--- src/rtl/sbfd_pkg.sv ---
// Package for the SBUS frame decoder: frame constants, state codes,
// control struct between sequencer and frame buffer. No dependencies.
package sbfd_pkg;

   localparam logic [7:0] START_BYTE     = 8'h0F;
   localparam logic [7:0] END_BYTE       = 8'h00;
   localparam int         CHAN_BYTES     = 22;
   localparam int         DATA_LEN       = 23;
   localparam int         NUM_CHANNELS   = 16;
   localparam int         RAW_W          = 11;
   localparam int         CHAN_BITS      = CHAN_BYTES * 8;
   localparam int         VALUE_W        = 12;
   localparam int         POS_W          = 5;
   localparam int         CHAN_IDX_W     = 4;

   localparam logic [RAW_W-1:0]   RAW_MASK      = 11'h7FF;
   localparam logic [VALUE_W-1:0] STICK_CENTER  = 12'd992;
   localparam logic [RAW_W-1:0]   SCALE_STEP1   = 11'd783;
   localparam logic [RAW_W-1:0]   SCALE_STEP2   = 11'd1566;
   localparam logic [VALUE_W-1:0] SCALE_POS     = 12'd800;
   localparam logic [VALUE_W-1:0] SCALE_NEG     = 12'hCE0;  // -800
   localparam logic [VALUE_W-1:0] SCALE_ZERO    = 12'd0;
   localparam logic [7:0]         FAILSAFE_MASK = 8'h08;
   localparam logic [7:0]         LOST_MASK     = 8'h04;

   localparam logic [POS_W-1:0]      LAST_CHAN_BYTE_POS = POS_W'(CHAN_BYTES - 1);
   localparam logic [POS_W-1:0]      FLAG_POS           = POS_W'(DATA_LEN - 1);
   localparam logic [POS_W-1:0]      END_POS            = POS_W'(DATA_LEN);
   localparam logic [CHAN_IDX_W-1:0] LAST_CHAN          = CHAN_IDX_W'(NUM_CHANNELS - 1);
   localparam logic [CHAN_IDX_W-1:0] OFFSET_LAST_CHAN   = 4'd9;

   typedef enum logic [2:0] {
      ST_HUNT    = 3'b001,
      ST_COLLECT = 3'b010,
      ST_EMIT    = 3'b100
   } state_type;

   typedef struct packed {
      logic push_byte;   // shift a channel byte into the buffer
      logic push_flag;   // capture the flag byte
      logic advance;     // drop the lowest channel field
   } buf_ctl_type;

endpackage

--- src/rtl/sbfd_if.sv ---
// Valid/ready channel interfaces for the SBUS frame decoder.
// Depends on nothing; widths match sbfd_pkg.
interface sbfd_req_if;
   logic       valid;
   logic       ready;
   logic [7:0] rx_byte;
   modport source (output valid, output rx_byte, input ready);
   modport sink   (input valid, input rx_byte, output ready);
endinterface

interface sbfd_rsp_if;
   logic               valid;
   logic               ready;
   logic [3:0]         channel_index;
   logic signed [11:0] channel_value;
   logic               last_channel;
   logic               failsafe_flag;
   logic               lost_flag;
   modport source (output valid, output channel_index, output channel_value,
                   output last_channel, output failsafe_flag, output lost_flag,
                   input ready);
   modport sink   (input valid, input channel_index, input channel_value,
                   input last_channel, input failsafe_flag, input lost_flag,
                   output ready);
endinterface

--- src/rtl/sbfd_frame_buf.sv ---
// Frame buffer: 22 channel bytes as one LSB-first shift line plus the flag byte.
// Depends on sbfd_pkg.
module sbfd_frame_buf (
   input  logic                           clock,
   input  sbfd_pkg::buf_ctl_type          ctl,
   input  logic [7:0]                     data_byte,
   output logic [sbfd_pkg::RAW_W-1:0]     raw_chan,
   output logic [7:0]                     flag_byte
);
   logic [sbfd_pkg::CHAN_BITS-1:0] bits_ff, bits_in;
   logic [7:0]                     flag_ff, flag_in;

   // New bytes enter at the top, so after 22 pushes byte 0 sits at bit 0.
   always_comb begin
      bits_in = bits_ff;
      flag_in = flag_ff;
      if (ctl.push_byte) begin
         bits_in = {data_byte, bits_ff[sbfd_pkg::CHAN_BITS-1:8]};
      end else if (ctl.advance) begin
         bits_in = bits_ff >> sbfd_pkg::RAW_W;
      end
      if (ctl.push_flag) begin
         flag_in = data_byte;
      end
   end

   always_ff @(posedge clock) begin
      bits_ff <= bits_in;
      flag_ff <= flag_in;
   end

   assign raw_chan  = bits_ff[sbfd_pkg::RAW_W-1:0];
   assign flag_byte = flag_ff;
endmodule

--- src/rtl/sbfd_chan_unit.sv ---
// Shared channel decode unit: offset, scaling or pass-through per channel.
// Depends on sbfd_pkg.
module sbfd_chan_unit (
   input  logic [sbfd_pkg::CHAN_IDX_W-1:0]   chan,
   input  logic [sbfd_pkg::RAW_W-1:0]        raw,
   output logic signed [sbfd_pkg::VALUE_W-1:0] value
);
   logic [sbfd_pkg::VALUE_W-1:0] raw_ext;

   assign raw_ext = {1'b0, raw & sbfd_pkg::RAW_MASK};

   // Channel 0: (raw / 783) * 800 - 800 is one of three levels.
   always_comb begin
      priority if (chan == '0) begin
         priority if (raw >= sbfd_pkg::SCALE_STEP2) value = sbfd_pkg::SCALE_POS;
         else if (raw >= sbfd_pkg::SCALE_STEP1)     value = sbfd_pkg::SCALE_ZERO;
         else                                       value = sbfd_pkg::SCALE_NEG;
      end else if (chan <= sbfd_pkg::OFFSET_LAST_CHAN) begin
         value = raw_ext - sbfd_pkg::STICK_CENTER;
      end else begin
         value = raw_ext;
      end
   end
endmodule

--- src/rtl/sbus_frame_decoder.sv ---
// SBUS frame decoder top level: byte sequencer, frame buffer, decode unit,
// output register. Depends on sbfd_pkg, sbfd_if, sbfd_frame_buf, sbfd_chan_unit.

// Takes one received serial byte per req item and hunts for the start byte
// 0x0F; the next 22 bytes are channel data, then a flag byte, then the end
// byte. A byte is taken whenever req_chan.ready is high. A zero end byte
// releases sixteen rsp items, channel 0 to 15 in order, one per cycle while
// rsp_chan.ready is held high; the burst is paced by the single decode unit,
// which handles one channel per cycle as the buffer shifts the next 11-bit
// field down. req_chan.ready is low during that burst and comes back as the
// last channel enters the output register. Channel 0 reads -800, 0 or 800,
// channels 1 to 9 are offset by -992, channels 10 to 15 are raw. Each item
// carries the failsafe (0x08) and frame-lost (0x04) bits of the flag byte.
// A nonzero end byte drops the frame silently and hunting resumes; the end
// byte never starts a frame. A 0x0F inside a frame is plain data.
module sbus_frame_decoder (
   input  logic        clock,
   input  logic        reset,
   sbfd_req_if.sink    req_chan,
   sbfd_rsp_if.source  rsp_chan
);
   sbfd_pkg::state_type                state_ff, state_in;
   logic [sbfd_pkg::POS_W-1:0]         pos_ff, pos_in;
   logic [sbfd_pkg::CHAN_IDX_W-1:0]    chan_ff, chan_in;
   sbfd_pkg::buf_ctl_type              buf_ctl;
   logic [sbfd_pkg::RAW_W-1:0]         raw_chan;
   logic [7:0]                         flag_byte;
   logic signed [sbfd_pkg::VALUE_W-1:0] dec_value;

   // Output register
   logic                                out_valid_ff, out_valid_in;
   logic [sbfd_pkg::CHAN_IDX_W-1:0]     out_idx_ff, out_idx_in;
   logic signed [sbfd_pkg::VALUE_W-1:0] out_val_ff, out_val_in;
   logic                                out_last_ff, out_last_in;
   logic                                out_fs_ff, out_fs_in;
   logic                                out_lost_ff, out_lost_in;

   logic req_take;
   logic out_free;
   logic emit_now;

   assign req_chan.ready = (state_ff != sbfd_pkg::ST_EMIT);
   assign req_take       = req_chan.valid && req_chan.ready;
   assign out_free       = !out_valid_ff || rsp_chan.ready;
   assign emit_now       = (state_ff == sbfd_pkg::ST_EMIT) && out_free;

   sbfd_frame_buf u_buf (
      .clock     (clock),
      .ctl       (buf_ctl),
      .data_byte (req_chan.rx_byte),
      .raw_chan  (raw_chan),
      .flag_byte (flag_byte)
   );

   sbfd_chan_unit u_unit (
      .chan  (chan_ff),
      .raw   (raw_chan),
      .value (dec_value)
   );

   // Sequencer
   always_comb begin
      state_in          = state_ff;
      pos_in            = pos_ff;
      chan_in           = chan_ff;
      buf_ctl.push_byte = 1'b0;
      buf_ctl.push_flag = 1'b0;
      buf_ctl.advance   = 1'b0;
      unique case (state_ff)
         sbfd_pkg::ST_HUNT: begin
            if (req_take && req_chan.rx_byte == sbfd_pkg::START_BYTE) begin
               state_in = sbfd_pkg::ST_COLLECT;
               pos_in   = '0;
            end
         end
         sbfd_pkg::ST_COLLECT: begin
            if (req_take) begin
               priority if (pos_ff <= sbfd_pkg::LAST_CHAN_BYTE_POS) begin
                  buf_ctl.push_byte = 1'b1;
                  pos_in            = pos_ff + 1'b1;
               end else if (pos_ff == sbfd_pkg::FLAG_POS) begin
                  buf_ctl.push_flag = 1'b1;
                  pos_in            = pos_ff + 1'b1;
               end else begin
                  // end byte
                  pos_in = '0;
                  if (req_chan.rx_byte == sbfd_pkg::END_BYTE) begin
                     state_in = sbfd_pkg::ST_EMIT;
                     chan_in  = '0;
                  end else begin
                     state_in = sbfd_pkg::ST_HUNT;
                  end
               end
            end
         end
         sbfd_pkg::ST_EMIT: begin
            if (out_free) begin
               buf_ctl.advance = 1'b1;
               chan_in         = chan_ff + 1'b1;
               if (chan_ff == sbfd_pkg::LAST_CHAN) begin
                  state_in = sbfd_pkg::ST_HUNT;
               end
            end
         end
         default: begin
            state_in = sbfd_pkg::ST_HUNT;
         end
      endcase
   end

   // Output register load: a new channel replaces a taken one in the same cycle.
   always_comb begin
      out_valid_in = out_valid_ff;
      out_idx_in   = out_idx_ff;
      out_val_in   = out_val_ff;
      out_last_in  = out_last_ff;
      out_fs_in    = out_fs_ff;
      out_lost_in  = out_lost_ff;
      if (emit_now) begin
         out_valid_in = 1'b1;
         out_idx_in   = chan_ff;
         out_val_in   = dec_value;
         out_last_in  = (chan_ff == sbfd_pkg::LAST_CHAN);
         out_fs_in    = |(flag_byte & sbfd_pkg::FAILSAFE_MASK);
         out_lost_in  = |(flag_byte & sbfd_pkg::LOST_MASK);
      end else if (rsp_chan.ready) begin
         out_valid_in = 1'b0;
      end
   end

   always_ff @(posedge clock) begin
      if (reset) begin
         state_ff     <= sbfd_pkg::ST_HUNT;
         pos_ff       <= '0;
         chan_ff      <= '0;
         out_valid_ff <= 1'b0;
      end else begin
         state_ff     <= state_in;
         pos_ff       <= pos_in;
         chan_ff      <= chan_in;
         out_valid_ff <= out_valid_in;
      end
   end

   always_ff @(posedge clock) begin
      out_idx_ff  <= out_idx_in;
      out_val_ff  <= out_val_in;
      out_last_ff <= out_last_in;
      out_fs_ff   <= out_fs_in;
      out_lost_ff <= out_lost_in;
   end

   assign rsp_chan.valid         = out_valid_ff;
   assign rsp_chan.channel_index = out_idx_ff;
   assign rsp_chan.channel_value = out_val_ff;
   assign rsp_chan.last_channel  = out_last_ff;
   assign rsp_chan.failsafe_flag = out_fs_ff;
   assign rsp_chan.lost_flag     = out_lost_ff;
endmodule

--- src/flat_wrapper.sv ---
// flat-port wrapper written by rule: the top's interface ports become plain ports
module sbus_frame_decoder_flat 
  (clock, reset, req_chan_valid, req_chan_rx_byte, req_chan_ready, rsp_chan_valid, rsp_chan_channel_index, rsp_chan_channel_value, rsp_chan_last_channel, rsp_chan_failsafe_flag, rsp_chan_lost_flag, rsp_chan_ready);
  sbfd_req_if req_chan_i ();
  sbfd_rsp_if rsp_chan_i ();
  input  logic clock;
  input  logic reset;
  input wire logic [$bits(req_chan_i.valid)-1:0] req_chan_valid;
  input wire logic [$bits(req_chan_i.rx_byte)-1:0] req_chan_rx_byte;
  output wire logic [$bits(req_chan_i.ready)-1:0] req_chan_ready;
  output wire logic [$bits(rsp_chan_i.valid)-1:0] rsp_chan_valid;
  output wire logic [$bits(rsp_chan_i.channel_index)-1:0] rsp_chan_channel_index;
  output wire logic [$bits(rsp_chan_i.channel_value)-1:0] rsp_chan_channel_value;
  output wire logic [$bits(rsp_chan_i.last_channel)-1:0] rsp_chan_last_channel;
  output wire logic [$bits(rsp_chan_i.failsafe_flag)-1:0] rsp_chan_failsafe_flag;
  output wire logic [$bits(rsp_chan_i.lost_flag)-1:0] rsp_chan_lost_flag;
  input wire logic [$bits(rsp_chan_i.ready)-1:0] rsp_chan_ready;
  assign req_chan_i.valid = req_chan_valid;
  assign req_chan_i.rx_byte = req_chan_rx_byte;
  assign req_chan_ready = req_chan_i.ready;
  assign rsp_chan_valid = rsp_chan_i.valid;
  assign rsp_chan_channel_index = rsp_chan_i.channel_index;
  assign rsp_chan_channel_value = rsp_chan_i.channel_value;
  assign rsp_chan_last_channel = rsp_chan_i.last_channel;
  assign rsp_chan_failsafe_flag = rsp_chan_i.failsafe_flag;
  assign rsp_chan_lost_flag = rsp_chan_i.lost_flag;
  assign rsp_chan_i.ready = rsp_chan_ready;
  sbus_frame_decoder u_core (.clock(clock), .reset(reset), .req_chan(req_chan_i), .rsp_chan(rsp_chan_i));
endmodule
--- config.mk ---
export PLATFORM = sky130hd
export DESIGN_NAME = sbus_frame_decoder_flat
export DESIGN_NICKNAME = d
export VERILOG_FILES = /design/src/rtl/sbfd_pkg.sv /design/src/rtl/sbfd_if.sv /design/src/rtl/sbfd_frame_buf.sv /design/src/rtl/sbfd_chan_unit.sv /design/src/rtl/sbus_frame_decoder.sv /design/src/flat_wrapper.sv
export SDC_FILE = /design/constraint.sdc
export NUM_CORES = 1
export LEC_CHECK = 0
export BUFFER_PORTS_ARGS = -buffer_cell sky130_fd_sc_hd__buf_2
export CAP_MARGIN = 20
export CORE_MARGIN = 4
export CORE_UTILIZATION = 65
export DETAILED_ROUTE_END_ITERATION = 10
export PLACE_DENSITY_LB_ADDON = 0.05
export RECOVER_POWER = 50
export SLEW_MARGIN = 20
export SYNTH_ARGS = -nofsm -noshare
export SYNTH_HDL_FRONTEND = slang
export SYNTH_SLANG_ARGS = --single-unit
--- constraint.sdc ---
create_clock -name clock -period 8.3 [get_ports clock]
set_clock_uncertainty 0.05 [all_clocks]
set_input_delay 0.83 -clock clock [delete_from_list [all_inputs] [get_ports clock]]
set_output_delay 0.83 -clock clock [all_outputs]
set_load 0.005 [all_outputs]
# [After elaboration in Yosys (flattened, before gate mapping)]
# Index checks and enable logic that the tools add are counted.
[totals] input_bits=12 wordCells=80 register_bits=212
[classes] reduce_logical=14 add_sub_neg=3 n_mux=34 n_eq_ne=14 order_cmp=4
[op_table] cell="two-way mux 176 bit" count=2
[op_table] cell="two-way mux 12 bit" count=4
[op_table] cell="two-way mux 3 bit" count=7
[op_table] cell="two-way mux 4 bit" count=5
[op_table] cell="two-way mux 5 bit" count=4
[op_table] cell="AND reduction 6 bit" count=2
[op_table] cell="subtractor 11 x 10 -> 12 bit, second input constant" count=1
[op_table] cell=">= comparator 11 x 10 -> 1 bit, second input constant" count=1
[op_table] cell=">= comparator 11 bit, second input constant" count=1
[op_table] cell="one-hot mux 5 bit (2 select lines)" count=1
[op_table] cell="one-hot mux 3 bit (3 select lines)" count=1
[op_table] cell="equality test 8 x 4 -> 1 bit, second input constant" count=1
[op_table] cell="logical NOT 8 bit" count=1
[op_table] cell="inequality test 2 x 1 -> 1 bit, second input constant" count=4
[op_table] cell="one-hot mux 4 bit (2 select lines)" count=1
[op_table] cell="nonzero test 2 bit" count=4
[op_table] cell="two-way mux 1 bit" count=7
[op_table] cell="inequality test 2 bit, second input constant" count=3
[op_table] cell="adder 5 x 1 -> 5 bit, second input constant" count=1
[op_table] cell="equality test 5 bit, second input constant" count=1
[op_table] cell="<= comparator 5 bit, second input constant" count=1
[op_table] cell="adder 4 x 1 -> 4 bit, second input constant" count=1
[op_table] cell="equality test 4 bit, second input constant" count=1
[op_table] cell="<= comparator 4 bit, second input constant" count=1
[op_table] cell="other kinds (10)" count=13

# [Longest topological paths before layout]
[logic_depth] ltp_word=6 ltp_mapped=10 ltp_nobuf=7

# [Modules after synthesis]
# A second synthesis with hierarchy kept.
[hier_totals] cells_unflattened=554 area_unflattened_um2=9818.2
[modules_own_cells] module="sbfd_frame_buf" cells_each=392 seq_area_each_um2=5525.3 instances=1 area_each_um2=8116.5
[modules_own_cells] module="sbus_frame_decoder" cells_each=120 seq_area_each_um2=830.8 instances=1 area_each_um2=1410.1
[modules_own_cells] module="sbfd_chan_unit" cells_each=42 seq_area_each_um2=0.0 instances=1 area_each_um2=291.5

# [Least setup slack after synthesis]
# OpenSTA, ideal clock, no wires.
[synth_timing] path_type="in2reg" startpoint="in rsp_chan_ready" endpoint="reg u_core.u_buf.bits_ff[0] (netlist name) (enable)" arrival_ps=4001 stages=4 setup_slack_ps=3786 required_ps=7788 n_path_buf=1 path_cell_list="nand2b_1 and3_1 clkbuf_1 or2_2"
[synth_rtl] element="start: declaration" line="flat_wrapper.sv:17" text="input wire logic [$bits(rsp_chan_i.ready)-1:0] rsp_chan_ready;"
[synth_rtl] element="end signal: assignment" line="sbfd_frame_buf.sv:28" text="bits_ff <= bits_in;"
[synth_rtl] element="end: declaration" line="sbfd_frame_buf.sv:10" text="logic [sbfd_pkg::CHAN_BITS-1:0] bits_ff, bits_in;"

# [Worst setup path after layout]
[layout_timing] startpoint="reg u_core.pos_ff[1] (netlist name)" endpoint="reg u_core.u_buf.bits_ff[20] (netlist name) (enable)"
[layout_via] elab_chain_cells=5
[layout_rtl] element="start: declaration" line="sbus_frame_decoder.sv:23" text="logic [sbfd_pkg::POS_W-1:0] pos_ff, pos_in;"
[layout_rtl] element="start signal: assignment" line="sbus_frame_decoder.sv:139" text="pos_ff <= pos_in;"
[layout_rtl] element="<= comparator 5 bit" line="sbus_frame_decoder.sv:78" text="priority if (pos_ff <= sbfd_pkg::LAST_CHAN_BYTE_POS) begin"
[layout_rtl] element="two-way mux 1 bit" line="sbus_frame_decoder.sv:78"
[layout_rtl] element="two-way mux 2 bit" line="sbus_frame_decoder.sv:77" text="if (req_take) begin"
[layout_rtl] element="two-way mux 2 bit" line="sbus_frame_decoder.sv:69" text="unique case (state_ff)"
[layout_rtl] element="nonzero test 2 bit (no line)"
# No other way between the ends.
# A chain may end at the register's enable or synchronous reset.

==> run metrics <==
status complete, no violations; worst slew pin tran 1.10 ns; number of flops mapped to enable cells by yosys 197; # rows 44; total track usage 0.167; top cells by count, synth edfxtp_1 (197), mux2_4 (90), mux2_2 (67); Placed Cells 736; Syn Inst Count 541; register-to-register setup slack 3.98 ns; core area 0.0145 mm2; Reg-to-Reg End u_core.u_buf.bits_ff[20]$_DFFE_PP_; worst endpoint required time 8.35 ns; Final ANT Viol Nets 0; flops & latches, synth 210; cts hold-fix bufs 0; Max clock buf depth 3; diode count 0; Tcrit/Tclk final 0.520; largest net degree at the start of global routing 178; # resized after CTS 0; Post-DP HPWL 8.13 mm; register area share after synthesis 0.644; Routed WL 13.8 mm; Avg Cell Area, Syn 17.7 um2; Setup CP Type reg2reg; postcts setup bufs 0; Final Hold Viols 0; Layout area overhead 6.02%; initial DRC count 382; Final Non-Filler Cells 776; pre-CTS WS 3.54 ns; Initial Util 0.663; Fin Setup TNS 0 ns; hold endpoint u_core.rsp_chan.lost_flag$_DFFE_PP_; share of layout cells above drive strength 1 0.215; die area 0.0168 mm2; CTS tree done; post-synthesis cell type count 48; Yosys Warn Count 0; VDD IR max 0.164 mV; hold path startpoint u_core.u_buf.flag_byte[2]$_DFFE_PP_; total global routing overflow 0; Critical R2R Launch u_core.pos_ff[1]$_SDFFE_PP0P_; clock slew at reported path FFs 0.06 ns; max-cap violation count 0; Crit. End Element flip-flop; ranking of synthesized cells by area edfxtp_1 (62%), mux2_4 (14%), mux2_2 (7.9%), dfxtp_1 (2.7%), buf_12 (2.3%); nets@finish 597; area leader, netlist edfxtp_1; syn_nets 561; vias in the first global route 4572; Slew Viols, Final 0; CTS buffer count 22; wire per inst 17.8 um; CP Launch Type flip-flop; Pwr Density 231 mW/mm2; # setup viols final 0; Pre-Repair DR Iteration Count 4; hold path depth 0; Avg Vias per Cell 5.71; Sink Count 210; setup slack after layout 3.98 ns; count leader, synth edfxtp_1; Achievable Freq 232 MHz; Rel. slew slack 0.262; crit-path max FO 177; RSZ-0062 raised after global routing no; Die Ht 130 um; Synth Cell Area 0.00960 mm2; ys flop type edfxtp_1; vias 4428; io pins 33; leakage 3.33 nW; IO buf count 32; Reg2Reg Depth 10; min Tclk post-route 4.32 ns; Chip Width 130 um; initial antenna violation count 0; share of the synthesized area in the top cell type 0.616; DRC viols 0; CTS H-tree depth 1; GP Congestion 0.849; root buf cell clkbuf_16; hold crit path type reg2reg; worst skew pair latency 0.49 ns; Synth async-reset ratio 0; CP Data Arrival Time 4.37 ns; global-route wire length before repair 22.7 mm
[cells in the final DEF, fill, tap and decap left out, types with 4 or more instances in the layout]
master / synthesis / final
mux2_1: 10 / 100
a21oi_1: 7 / 7
and3_1: 4 / 4
nor2b_1: 9 / 10
bufinv_16: 0 / 6
mux2_2: 67 / 67
xor2_1: 4 / 4
clkbuf_1: 5 / 12
and2_1: 12 / 10
inv_1: 9 / 9
dfxtp_1: 13 / 13
nor2_1: 11 / 11
buf_2: 0 / 22
nand4_1: 7 / 7
clkbuf_16: 0 / 23
nand2_1: 10 / 10
ha_1: 8 / 8
o21ai_0: 12 / 14
clkinv_1: 0 / 6
nand2b_1: 6 / 6
edfxtp_1: 197 / 197
[power breakdown]
group          leakage [nW]  switching [W]  total [W]  internal (W)
Combinational          1.09      0.0000466  0.0000909     0.0000443
Clock                 0.391       0.000380    0.00107      0.000686
Sequential             1.85      0.0000144    0.00119       0.00118
[sequential cells by signal, summed over array words and instances, names as in the netlist]
| name | flops |
|---|---|
| u_core.rsp_chan.valid | 1 |
| u_core.state_ff | 3 |
| u_core.rsp_chan.channel_index | 4 |
| u_core.pos_ff | 5 |
| u_core.rsp_chan.failsafe_flag | 1 |
| u_core.rsp_chan.channel_value | 12 |
| u_core.u_buf.bits_ff | 176 |
| u_core.u_buf.flag_byte | 2 |
| u_core.chan_ff | 4 |
| u_core.rsp_chan.lost_flag | 1 |
| u_core.rsp_chan.last_channel | 1 |
[metal layers]
| layer | share of wire | vias to the layer above | GRT usage |
|---|---|---|---|
| li1 | - | 2159 | - |
| met1 | 0.46 | 2180 | 0.224 |
| met2 | 0.48 | 63 | 0.279 |
| met3 | 0.042 | 26 | 0.0326 |
| met4 | 0.020 | 0 | 0.0532 |
| met5 | 0 | - | 0 |
[through the flow]
stage | cell area [um2] | total power [W] | hold WS (ns) | utilization
2_1_floorplan | 9600 | 0.00131 | 0.350 | -
3_3_place_gp | 9720 | 0.00132 | 0.383 | 0.671
3_5_place_dp | 9720 | 0.00132 | 0.387 | 0.671
4_1_cts | 10500 | 0.00239 | 0.397 | 0.726
5_1_grt | 10200 | 0.00243 | 0.403 | 0.703
6_report | 10200 | 0.00235 | 0.398 | 0.703
[layout make-up]
type	instances	area, um2
Sequential cell	210	6180
Fill cell	970	4300
Multi-Input combinational cell	298	2730
Clock buffer	24	579
Tap cell	184	230
Clock inverter	15	218
Timing Repair Buffer	36	206
Inverter	9	33.8
[worst max-delay path, stage by stage (launching register included)]
cell and delay [ns]:
dfxtp_1 0.35, inv_1 0.09, ha_1 0.14, inv_1 0.04, a31oi_1 0.26, nand2b_1 0.19, nor2b_1 0.25, buf_12 0.63
or2_4 0.56, buf_16 0.31, buf_4 0.88
[how the worst max path moves through the flow]
stage                                       start                            endpoint  slack [ns]  depth (start not counted)
CTS                 u_core.pos_ff[1]$_SDFFE_PP0P_  u_core.u_buf.bits_ff[28]$_DFFE_PP_        3.67                          9
floorplan                          rsp_chan_ready   u_core.u_buf.bits_ff[0]$_DFFE_PP_        3.79                          4
global route        u_core.pos_ff[1]$_SDFFE_PP0P_  u_core.u_buf.bits_ff[85]$_DFFE_PP_        3.60                         10
finish              u_core.pos_ff[1]$_SDFFE_PP0P_  u_core.u_buf.bits_ff[20]$_DFFE_PP_        3.98                         10
global placement                   req_chan_valid  u_core.u_buf.bits_ff[58]$_DFFE_PP_        3.62                          7
detailed placement                 req_chan_valid  u_core.u_buf.bits_ff[50]$_DFFE_PP_        3.54                          7
[logic make-up after synthesis]
logic type,count (synthesis),share of synthesized area
AO/OA/AOI/OAI,39,0.0265
XOR/XNOR,5,0.00456
adder cells (fa/ha/maj),8,0.0104
buffers and inverters,33,0.0362
flip-flops,210,0.644
multiplexers,167,0.231
AND/OR/NAND/NOR,79,0.0476
No activity file was read; power rests on OpenSTA's default activity.
